### src/qau_pkg.sv
package qau_pkg;

  typedef logic signed [15:0] q_t;
  typedef logic signed [31:0] wide_t;
  typedef logic signed [21:0] nv_t;

  typedef enum logic [3:0] {
    OP_ADD   = 4'd0,
    OP_SUB   = 4'd1,
    OP_MULT  = 4'd2,
    OP_CONJ  = 4'd3,
    OP_SCALE = 4'd4,
    OP_DOT   = 4'd5,
    OP_NORM  = 4'd6,
    OP_INV   = 4'd7,
    OP_ROT   = 4'd8,
    OP_MIX   = 4'd9,
    OP_NLERP = 4'd10,
    OP_NONE  = 4'd15
  } op_e;

  localparam int unsigned FracBits  = 12;
  localparam int unsigned RotShift  = 24;
  localparam int unsigned QueDepth  = 2;
  localparam int unsigned SqrtSteps = 32;
  localparam int unsigned DivSteps  = 16;

  typedef struct packed {
    logic [3:0] mode;
    q_t         a_i;
    q_t         a_j;
    q_t         a_k;
    q_t         a_w;
    q_t         b_i;
    q_t         b_j;
    q_t         b_k;
    q_t         b_w;
    q_t         factor;
  } qau_in_t;

  typedef struct packed {
    q_t   r_i;
    q_t   r_j;
    q_t   r_k;
    q_t   r_w;
    q_t   r_scalar;
    logic zero_flag;
    logic overflow;
  } qau_out_t;

  typedef struct packed {
    op_e        op;
    q_t [3:0]   a;
    q_t [3:0]   b;
    q_t         f;
  } fe_t;

  typedef struct packed {
    op_e         op;
    logic        zero;
    wide_t [3:0] res;
    wide_t       scal;
    nv_t [3:0]   n;
    logic [43:0] m2;
  } bk_t;

  typedef struct packed {
    bk_t         c;
    logic [31:0] s;
  } sq_t;

  typedef struct packed {
    q_t   val;
    logic ovf;
  } sat_t;

  // round to nearest, ties away from zero, then keep 32 bits
  function automatic wide_t rnd(input logic signed [63:0] v, input int unsigned k);
    logic [63:0] mag;
    logic [63:0] m;
    logic [63:0] r;
    mag = v[63] ? (64'd0 - v) : v;
    m   = (mag + (64'd1 << (k - 1))) >> k;
    r   = v[63] ? (64'd0 - m) : m;
    return r[31:0];
  endfunction

  function automatic sat_t sat16(input wide_t v);
    sat_t s;
    if (v > 32'sd32767) begin
      s.val = 16'sh7fff;
      s.ovf = 1'b1;
    end else if (v < -32'sd32768) begin
      s.val = 16'sh8000;
      s.ovf = 1'b1;
    end else begin
      s.val = v[15:0];
      s.ovf = 1'b0;
    end
    return s;
  endfunction

endpackage

### src/qau_front.sv
module qau_front import qau_pkg::*; (
  input  logic    clk_i,
  input  logic    rst_ni,
  input  logic    in_valid_i,
  output logic    in_stall_o,
  input  qau_in_t in_word_i,
  input  logic    deq_i,
  output logic    fe_valid_o,
  output fe_t     fe_word_o
);

  fe_t        mem_q [QueDepth];
  logic       wr_q, rd_q;
  logic [1:0] cnt_q;
  fe_t        fe_d;
  logic       push, pop;

  always_comb begin
    fe_d = '0;
    if (in_word_i.mode <= 4'(OP_NLERP)) begin
      fe_d.op = op_e'(in_word_i.mode);
    end else begin
      fe_d.op = OP_NONE;
    end
    fe_d.a = {in_word_i.a_w, in_word_i.a_k, in_word_i.a_j, in_word_i.a_i};
    fe_d.b = {in_word_i.b_w, in_word_i.b_k, in_word_i.b_j, in_word_i.b_i};
    fe_d.f = in_word_i.factor;
  end

  assign in_stall_o = (cnt_q == 2'(QueDepth));
  assign push       = in_valid_i && !in_stall_o;
  assign fe_valid_o = (cnt_q != 2'd0);
  assign pop        = fe_valid_o && deq_i;
  assign fe_word_o  = mem_q[rd_q];

  always_ff @(posedge clk_i) begin
    if (push) begin
      mem_q[wr_q] <= fe_d;
    end
  end

  always_ff @(posedge clk_i or negedge rst_ni) begin
    if (!rst_ni) begin
      wr_q  <= 1'b0;
      rd_q  <= 1'b0;
      cnt_q <= 2'd0;
    end else begin
      if (push) begin
        wr_q <= ~wr_q;
      end
      if (pop) begin
        rd_q <= ~rd_q;
      end
      cnt_q <= cnt_q + 2'(push) - 2'(pop);
    end
  end

endmodule

### config.mk
export PLATFORM = sky130hd
export DESIGN_NAME = qau_front
export DESIGN_NICKNAME = d
export VERILOG_FILES = /design/src/qau_pkg.sv /design/src/qau_front.sv
export SDC_FILE = /design/constraint.sdc
export NUM_CORES = 1
export LEC_CHECK = 0
export BUFFER_PORTS_ARGS = -buffer_cell sky130_fd_sc_hd__buf_2
export CORE_MARGIN = 2
export CORE_UTILIZATION = 52
export CTS_CLUSTER_DIAMETER = 50
export DETAILED_ROUTE_END_ITERATION = 16
export PLACE_DENSITY = 0.79
export RECOVER_POWER = 25
export SLEW_MARGIN = 10
export SYNTH_ARGS = -nofsm -noshare
export SYNTH_HDL_FRONTEND = slang
export SYNTH_SLANG_ARGS = --single-unit
### constraint.sdc
create_clock -name clk_i -period 8 [get_ports clk_i]
set_input_delay 1.2 -clock clk_i [delete_from_list [all_inputs] [get_ports clk_i]]
set_output_delay 1.2 -clock clk_i [all_outputs]
set_load 0.02 [all_outputs]
==> results of run 1 <==
## registers in the layout, indices dropped and copies added, names as in the netlist
register,count
cnt_q,2
mem_q,296
rd_q,1
wr_q,1
## synthesized netlist by cell type
cell / instances
mux2_2: 47
and2_1: 1
a31o_2: 1
nand2b_1: 1
dfrtp_1: 4
clkbuf_1: 1
ha_1: 2
buf_6: 14
nand2_1: 1
a21o_1: 2
buf_2: 3
inv_1: 2
or2_2: 1
xor2_1: 1
edfxtp_1: 296
nor2_1: 1
mux2_4: 101
and3_1: 1
xnor2_1: 3
## through the flow
step                      cells  utilization, %  total power (uW)
after detailed placement   1051            60.4              4180
after floorplan             483               -              3720
after global placement     1051            60.4              4150
after CTS                  1106            64.8              5510
final                      1109            64.6              5440
after global routing       1106            64.6              5690
## routing by layer
layer / share of wire [%] / up-vias
li1: - / 2564
met1: 38 / 2689
met2: 51 / 261
met3: 9.3 / 35
met4: 1.9 / 2
met5: 0.063 / -
## worst min-delay path by stage
stage	startpoint	endpoint	slack [ns]	cells after the start
6_report	cnt_q[0]$_DFF_PN0_	cnt_q[0]$_DFF_PN0_	0.52	1
5_1_grt	rst_ni	cnt_q[0]$_DFF_PN0_	0.51	1
4_1_cts	rst_ni	wr_q$_DFFE_PN0P_	0.45	1
3_5_place_dp	cnt_q[0]$_DFF_PN0_	cnt_q[0]$_DFF_PN0_	0.51	1
3_3_place_gp	cnt_q[1]$_DFF_PN0_	cnt_q[1]$_DFF_PN0_	0.48	1
2_1_floorplan	cnt_q[1]$_DFF_PN0_	cnt_q[1]$_DFF_PN0_	0.46	1
## cell type report
cell class / instances / area [um2] / share of cell area (%)
well taps: 280 / 350 / 2.51
flip-flops and latches: 300 / 8990 / 64.3
diodes: 3 / 7.51 / 0.0537
clock inverters: 19 / 144 / 1.03
inverters: 2 / 7.51 / 0.0537
clock buffers: 36 / 795 / 5.69
repair buffers: 306 / 1500 / 10.8
multi-input cells: 163 / 2170 / 15.6
## critical path, stage by stage (launching register included)
cell and delay [ns]:
dfrtp_4 0.85, buf_4 0.78, mux2_2 0.44, buf_2 0.17
## power by group through the flow
stage	Sequential (uW)	Clock [uW]	Combinational, uW
6_report	2290	1320	1830
3_5_place_dp	2320	0	1860
5_1_grt	2320	1410	1950
3_3_place_gp	2300	0	1850
4_1_cts	2290	1350	1870
2_1_floorplan	2290	0	1430
## cell families after synthesis
family,count (synthesis),share of synthesized area (%)
DFF,300,79.3
muxes,148,18.0
buffers and inverters,20,1.62
and+or+nand+nor,6,0.287
xor gates and xnor gates,4,0.309
AOI/OAI and AO/OA,3,0.210
adders and majority gates,2,0.221
==> results_dict.tcl, run 1 <==
set metrics [dict create \
    worst_pin_slew_ns 1.06 \
    ioPinCount 302 \
    grt_pass1_vias 5546 \
    p_per_area_mw_per_mm2 389 \
    stdcell_area_mm2 0.0140 \
    synth_fp_nets 637 \
    mostFrequentLayoutCells "296 x edfxtp_1, 269 x buf_2, 101 x mux2_4" \
    crit_start "rd_q$_DFFE_PN0P_" \
    first_pass_iters 4 \
    ff2ff_path_depth 3 \
    antenna_found_initial 2 \
    finalCritPeriodShare_pct 50.8 \
    netlist_instances 483 \
    drt-wirelength-per-cell_um 18.7 \
    postCtsSetupRepairBufs 0 \
    fin_skew_ns 0.0170 \
    hold_path_class "reg2reg" \
    critical_path.startpoint_type "flop" \
    gr-usage-met1_pct 19.9 \
    yosys.cell_types.count 19 \
    dp_worst_setup_slack_ns 4.39 \
    end_kind "output port" \
    ir_drop_mv 0.414 \
    drive_gt1_share_pct 56.8 \
    clockRootBuffer "clkbuf_16" \
    p_leak_uw 0.00545 \
    start_util_pct 52.4 \
    gp_congestion 0.734 \
    ys_warn_count 0 \
    drc 0 \
    grt_start_max_net_pins 77 \
    grt.met2_usage_pct 29.5 \
    vias 5551 \
    synthTopCellsByArea "edfxtp_1 78%, mux2_4 13%, mux2_2 4.7%" \
    whs_ns 0.522 \
    grt-busiest-layer "met2" \
    grt_pass1_wl_mm 29.3 \
    port_buffers 301 \
    cts_hold_buf 0 \
    die_h_um 152 \
    clkSinkCount 300 \
    cp.required_ns 6.80 \
    tns_ns 0 \
    final_common_cell "edfxtp_1" \
    endpoint "fe_word_o[13]" \
    row_count 54 \
    netlist.area_leader.share_pct 78.4 \
    cp.arrival_ns 2.86 \
    crit_type "reg2out" \
    core_mm2 0.0216 \
    dieArea_mm2 0.0230 \
    clk_pin_slew_ns 0.06 \
    postPlaceCellArea_mm2 0.0131 \
    area_delta_synth_final_pct 23.3 \
    hold_violations 0 \
    r2r_setup_slack_ns 5.14 \
    drt_wl_total_mm 20.7 \
    status "finished, final reports clean" \
    synth_seq_cells 300 \
    cts_buffers 31 \
    drt_iter0_drc 287 \
    htree_levels 1 \
    seqPwrFrac_pct 42.1 \
    die_w_um 152 \
    yosysSeqAreaShare_pct 79.3 \
    cts_resized 0 \
    worstPathMaxFanout 57 \
    use_met3_pct 4.64 \
    p_sw_uw 1730 \
    maxCapViolCount 0 \
    cts_tree "yes" \
    p_sw_share_pct 31.8 \
    grtUsageTotal_pct 16.6 \
    syn_avg_cell_area_um2 23.5 \
    rsz0062_at_grt "false" \
    fmax_mhz 246 \
    r2r-end "mem_q[1][16]$_DFFE_PP_" \
    fillCellCount 1554 \
    fin_crit_ns 4.06 \
    combPwrFrac_pct 33.7 \
    postLayoutSetupSlackWorst_ns 3.94 \
    final-setup-viol-count 0 \
    grt_overflow 0 \
    hpwl_mm 13.7 \
    drv_slew 0 \
    final_nets 958 \
    synth_top_cell_by_area "edfxtp_1" \
    pwr-share-clk_pct 24.2 \
    power.internal_uw 3710 \
    cts_buffer_depth 3 \
    insertion_delay_ns 0.54 \
    via_per_inst 5.01 \
    syn_area_mm2 0.0113 \
    slew_headroom_pct 29.7 \
    ant_nets 0 \
    r2r_start "cnt_q[1]$_DFF_PN0_" \
]
Note: power is estimated with default switching activity, not from simulation.
==> inputs of run 2 (changes only) <==
Settings changed: CORE_UTILIZATION 52 to 47, PLACE_DENSITY 0.79 to 0.75.
Clock period 8 ns to 3.55 ns, I/O delays scaled along.
==> results_dict.tcl, run 2 (synthesis gave the netlist of run 1 again) <==
set metrics [dict create \
    drt_wl_total_mm 21.0 \
    die_w_um 159 \
    insertion_delay_ns 0.49 \
    drive_gt1_share_pct 58.3 \
    holdPathStages 1 \
    postCtsSetupRepairBufs 0 \
    rsz0062_at_grt "false" \
    fmax_mhz 359 \
    grt_start_max_net_pins 85 \
    port_buffers 301 \
    hold_violations 0 \
    largest_reg_flops 296 \
    crit_type "reg2out" \
    postLayoutSetupSlackWorst_ns 0.766 \
    whs_ns 0.227 \
    dp_worst_setup_slack_ns 1.26 \
    clk_pin_slew_ns 0.06 \
    grt_pass1_wl_mm 32.0 \
    drt-wirelength-per-cell_um 18.1 \
    grt_overflow 0 \
    reg_top3 "mem_q x296, cnt_q x2" \
    ant_nets 0 \
    first_pass_iters 4 \
    row_count 56 \
    finalCritPeriodShare_pct 78.4 \
    crit_start "rd_q$_DFFE_PN0P_" \
    slew_headroom_pct 47.5 \
    ff2ff_path_depth 3 \
    fin_crit_ns 2.78 \
    drc 0 \
    hpwl_mm 14.0 \
    dieArea_mm2 0.0254 \
    grtUsageTotal_pct 16.1 \
    hold_path_class "in2reg" \
    hp-start "in_word_i[3]" \
    cts_tree "yes" \
    critical_path.startpoint_type "flop" \
    core_mm2 0.0235 \
    drt_iter0_drc 314 \
    antenna_found_initial 4 \
    final-setup-viol-count 0 \
    clockRootBuffer "clkbuf_16" \
    fin_skew_ns 0.0168 \
    cp.required_ns 3.02 \
    die_h_um 159 \
    cts_buffers 34 \
    fillCellCount 1751 \
    final_nets 970 \
    cp.arrival_ns 2.25 \
    htree_levels 2 \
    ir_drop_mv 0.538 \
    top_register "mem_q" \
    maxCapViolCount 0 \
    p_per_area_mw_per_mm2 886 \
    worst_pin_slew_ns 0.788 \
    start_util_pct 48.1 \
    p_leak_uw 0.00560 \
    vias 5640 \
    cts_buffer_depth 3 \
    gp_congestion 0.736 \
    clkSinkCount 300 \
    area_delta_synth_final_pct 26.3 \
    ioPinCount 302 \
    drv_slew 0 \
    final_common_cell "edfxtp_1" \
    mostFrequentLayoutCells "296 x edfxtp_1, 273 x buf_2, 101 x mux2_4" \
    end_kind "output port" \
    tns_ns 0 \
    r2r_start "cnt_q[0]$_DFF_PN0_" \
    worstPathMaxFanout 37 \
    status "finished, final reports clean" \
    via_per_inst 4.86 \
    grt_pass1_vias 6045 \
]
[run 2: cell count changes in the layout (fill, tap and decap cells not counted), sizes merged]
cell	delta
buf	+12
bufinv	-1
clkbuf	+4
clkinv	-5
diode	-1
dlygate4sd3	+1
inv	+2
[run 2: path summary, 6_finish.rpt]
check,endpoint,slack (ns)
max,fe_word_o[15],0.77
min,mem_q[1][3]$_DFFE_PP_,0.23
max reg2reg,mem_q[1][103]$_DFFE_PP_,1.49
min reg2reg,cnt_q[1]$_DFF_PN0_,0.50
max in group asynchronous,rd_q$_DFFE_PN0P_,3.01
min in group asynchronous,cnt_q[1]$_DFF_PN0_,0.39
[run 2: repair_timing]
| item | 4_1_cts | 5_1_grt |
|---|---|---|
| gates resized for setup | 0 | 0 |
| hold buffers | 1 | 0 |
| hold endpoints to repair | 4 | 0 |
[run 2: metal layers]
metal | up-vias | global-route usage [%] | wire [um] | part of all wire, %
met1 | 2743 | 18.6 | 7970 | 38
li1 | 2592 | - | - | -
met5 | - | 0 | 27 | 0.13
met3 | 58 | 5.26 | 1760 | 8.4
met2 | 243 | 28.0 | 10500 | 50
met4 | 4 | 6.49 | 729 | 3.5
[run 2: critical path, stage by stage, from the launching register on]
cell	delay, ns
dfrtp_4	0.85
buf_4	0.36
mux2_2	0.37
buf_2	0.16
[run 2: layout make-up]
| cell class | count | area (um2) | share of cell area [%] |
|---|---|---|---|
| Clock inverter | 15 | 115 | 0.804 |
| Sequential cell | 300 | 8990 | 62.8 |
| Inverter | 2 | 7.51 | 0.0525 |
| Tap cell | 319 | 399 | 2.79 |
| Timing Repair Buffer | 315 | 1650 | 11.6 |
| Clock buffer | 44 | 962 | 6.72 |
| Multi-Input combinational cell | 163 | 2170 | 15.2 |
| Antenna cell | 2 | 5.00 | 0.0350 |
[run 2: through the flow]
stage	instances	power (uW)	instance area, um2	utilization (%)
final	1160	12700	14300	60.8
after floorplan	483	8320	11300	-
after CTS	1158	12900	14300	60.9
after detailed placement	1098	9530	13300	56.3
after global placement	1098	9450	13300	56.3
after global routing	1160	13200	14300	60.8
[run 2: power breakdown]
part	leakage (uW)	switching (uW)	internal [uW]
clock	0.000528	1300	1990
sequential	0.00279	296	4840
combinational	0.00228	2390	1860
==> inputs of run 3 (changes only) <==
Settings changed: CORE_UTILIZATION 47 to 52, PLACE_DENSITY 0.75 to 0.79.
Clock period 3.55 ns to 2.6 ns, I/O delays scaled along.
==> results_dict.tcl, run 3 (synthesis gave the netlist of run 1 again) <==
set metrics [dict create \
    status "finished, final reports clean" \
    worst_pin_slew_ns 0.746 \
    cts_resized 0 \
    seqPwrFrac_pct 41.1 \
    max_stage_delay_ns 0.59 \
    top_register "mem_q" \
    grt_pass1_wl_mm 29.6 \
    die_h_um 152 \
    insertion_delay_ns 0.53 \
    cp_num_buf_inv 2 \
    gp_congestion 0.756 \
    fillCellCount 1516 \
    grt_start_max_net_pins 110 \
    tns_ns 0 \
    hpwl_mm 13.8 \
    clkSinkCount 300 \
    final_nets 965 \
    drv_slew 0 \
    fin_util_pct 65.2 \
    critical_path.startpoint_type "flop" \
    power.internal_uw 11500 \
    p_leak_uw 0.00553 \
    finalCritPeriodShare_pct 92.5 \
    ioPinCount 302 \
    dieArea_mm2 0.0230 \
    drt_iter0_drc 275 \
    path_cells "buf_12 -> mux2_2 -> buf_2" \
    drt_wl_total_mm 20.9 \
    core_mm2 0.0216 \
    drc 0 \
    worstPathMaxFanout 32 \
    port_buffers 301 \
    grtUsageTotal_pct 16.8 \
    ir_drop_mv 0.672 \
    hold_violations 0 \
    drt-wirelength-per-cell_um 18.7 \
    maxCapViolCount 0 \
    htree_levels 1 \
    p_per_area_mw_per_mm2 1200 \
    cts_buffer_depth 3 \
    die_w_um 152 \
    final-setup-viol-count 0 \
    cp.required_ns 2.21 \
    fin_crit_ns 2.40 \
    rsz0062_at_grt "false" \
    antenna_found_initial 5 \
    first_pass_iters 6 \
    critPathSlowestCell "dfrtp_4" \
    start_util_pct 52.4 \
    clockRootBuffer "clkbuf_16" \
    drive_gt1_share_pct 57.7 \
    reg_top3 "mem_q x296, cnt_q x2" \
    via_per_inst 5.05 \
    end_kind "output port" \
    cts_tree "yes" \
    hold_path_class "in2reg" \
    mostFrequentLayoutCells "296 x edfxtp_1, 272 x buf_2, 101 x mux2_4" \
    p_sw_uw 5350 \
    dp_worst_setup_slack_ns 0.592 \
    p_sw_share_pct 31.7 \
    largest_reg_flops 296 \
    crit_type "reg2out" \
    final_common_cell "edfxtp_1" \
    area_delta_synth_final_pct 24.5 \
    cts_buffers 30 \
    row_count 54 \
    stdcell_area_mm2 0.0141 \
    grt_overflow 0 \
    crit_family "flip-flops" \
    cp.arrival_ns 2.01 \
    grt_pass1_vias 5691 \
    ant_nets 0 \
    fmax_mhz 416 \
    postLayoutSetupSlackWorst_ns 0.195 \
    postPlaceCellArea_mm2 0.0132 \
    pwr-share-clk_pct 24.0 \
    slew_headroom_pct 50.2 \
    fin_skew_ns 0.00708 \
    combPwrFrac_pct 34.9 \
    clk_pin_slew_ns 0.06 \
    vias 5636 \
]
==> run 3: final timing paths <==
kind,from,endpoint,slack [ns],depth (start not counted)
worst max-delay path,rd_q$_DFFE_PN0P_,fe_word_o[14],0.20,3
worst min-delay path,in_word_i[99],mem_q[1][115]$_DFFE_PP_,0.04,1
worst max register to register,cnt_q[1]$_DFF_PN0_,cnt_q[1]$_DFF_PN0_,0.80,7
worst min register to register,cnt_q[1]$_DFF_PN0_,cnt_q[1]$_DFF_PN0_,0.49,1
max in group asynchronous,rst_ni,rd_q$_DFFE_PN0P_,2.24,2
min in group asynchronous,rst_ni,cnt_q[0]$_DFF_PN0_,0.22,2
==> run 3: timing repair <==
action	4_1_cts	5_1_grt
endpoints found under the setup margin	0	12
hold buffers	1	0
buffers inserted	0	1
hold endpoints to repair	4	0
==> run 3: power groups by stage <==
stage	registers [uW]	logic [uW]	clock network, uW
finish	6930	5890	4040
global route	7020	6280	4320
CTS	6980	5930	4150
detailed placement	7070	5900	0
global placement	7010	5850	0
floorplan	6960	4400	0
==> run 3: metal layers <==
layer / GRT usage [%] / wire (um)
met1: 19.2 / 7580
met2: 29.7 / 10500
met4: 5.32 / 561
met3: 6.14 / 2160
met5: 0 / 13
==> run 3: area by class of cell <==
class | instances | area [um2] | share of cell area, %
antenna | 3 | 7.51 | 0.0532
clock buffer | 37 | 798 | 5.66
multi-input combinational | 163 | 2180 | 15.4
timing repair buffer | 314 | 1640 | 11.6
sequential | 300 | 8990 | 63.7
tap | 280 | 350 | 2.48
inverter | 2 | 7.51 | 0.0532
clock inverter | 16 | 138 | 0.976
==> run 3: metrics by stage <==
step           hold slack (ns)  instances  total power (uW)
2_1_floorplan           0.0944        483             11400
3_3_place_gp             0.203       1057             12900
3_5_place_dp             0.202       1057             13000
4_1_cts                 0.0105       1111             17100
5_1_grt                 0.0128       1114             17600
6_report                0.0387       1115             16900
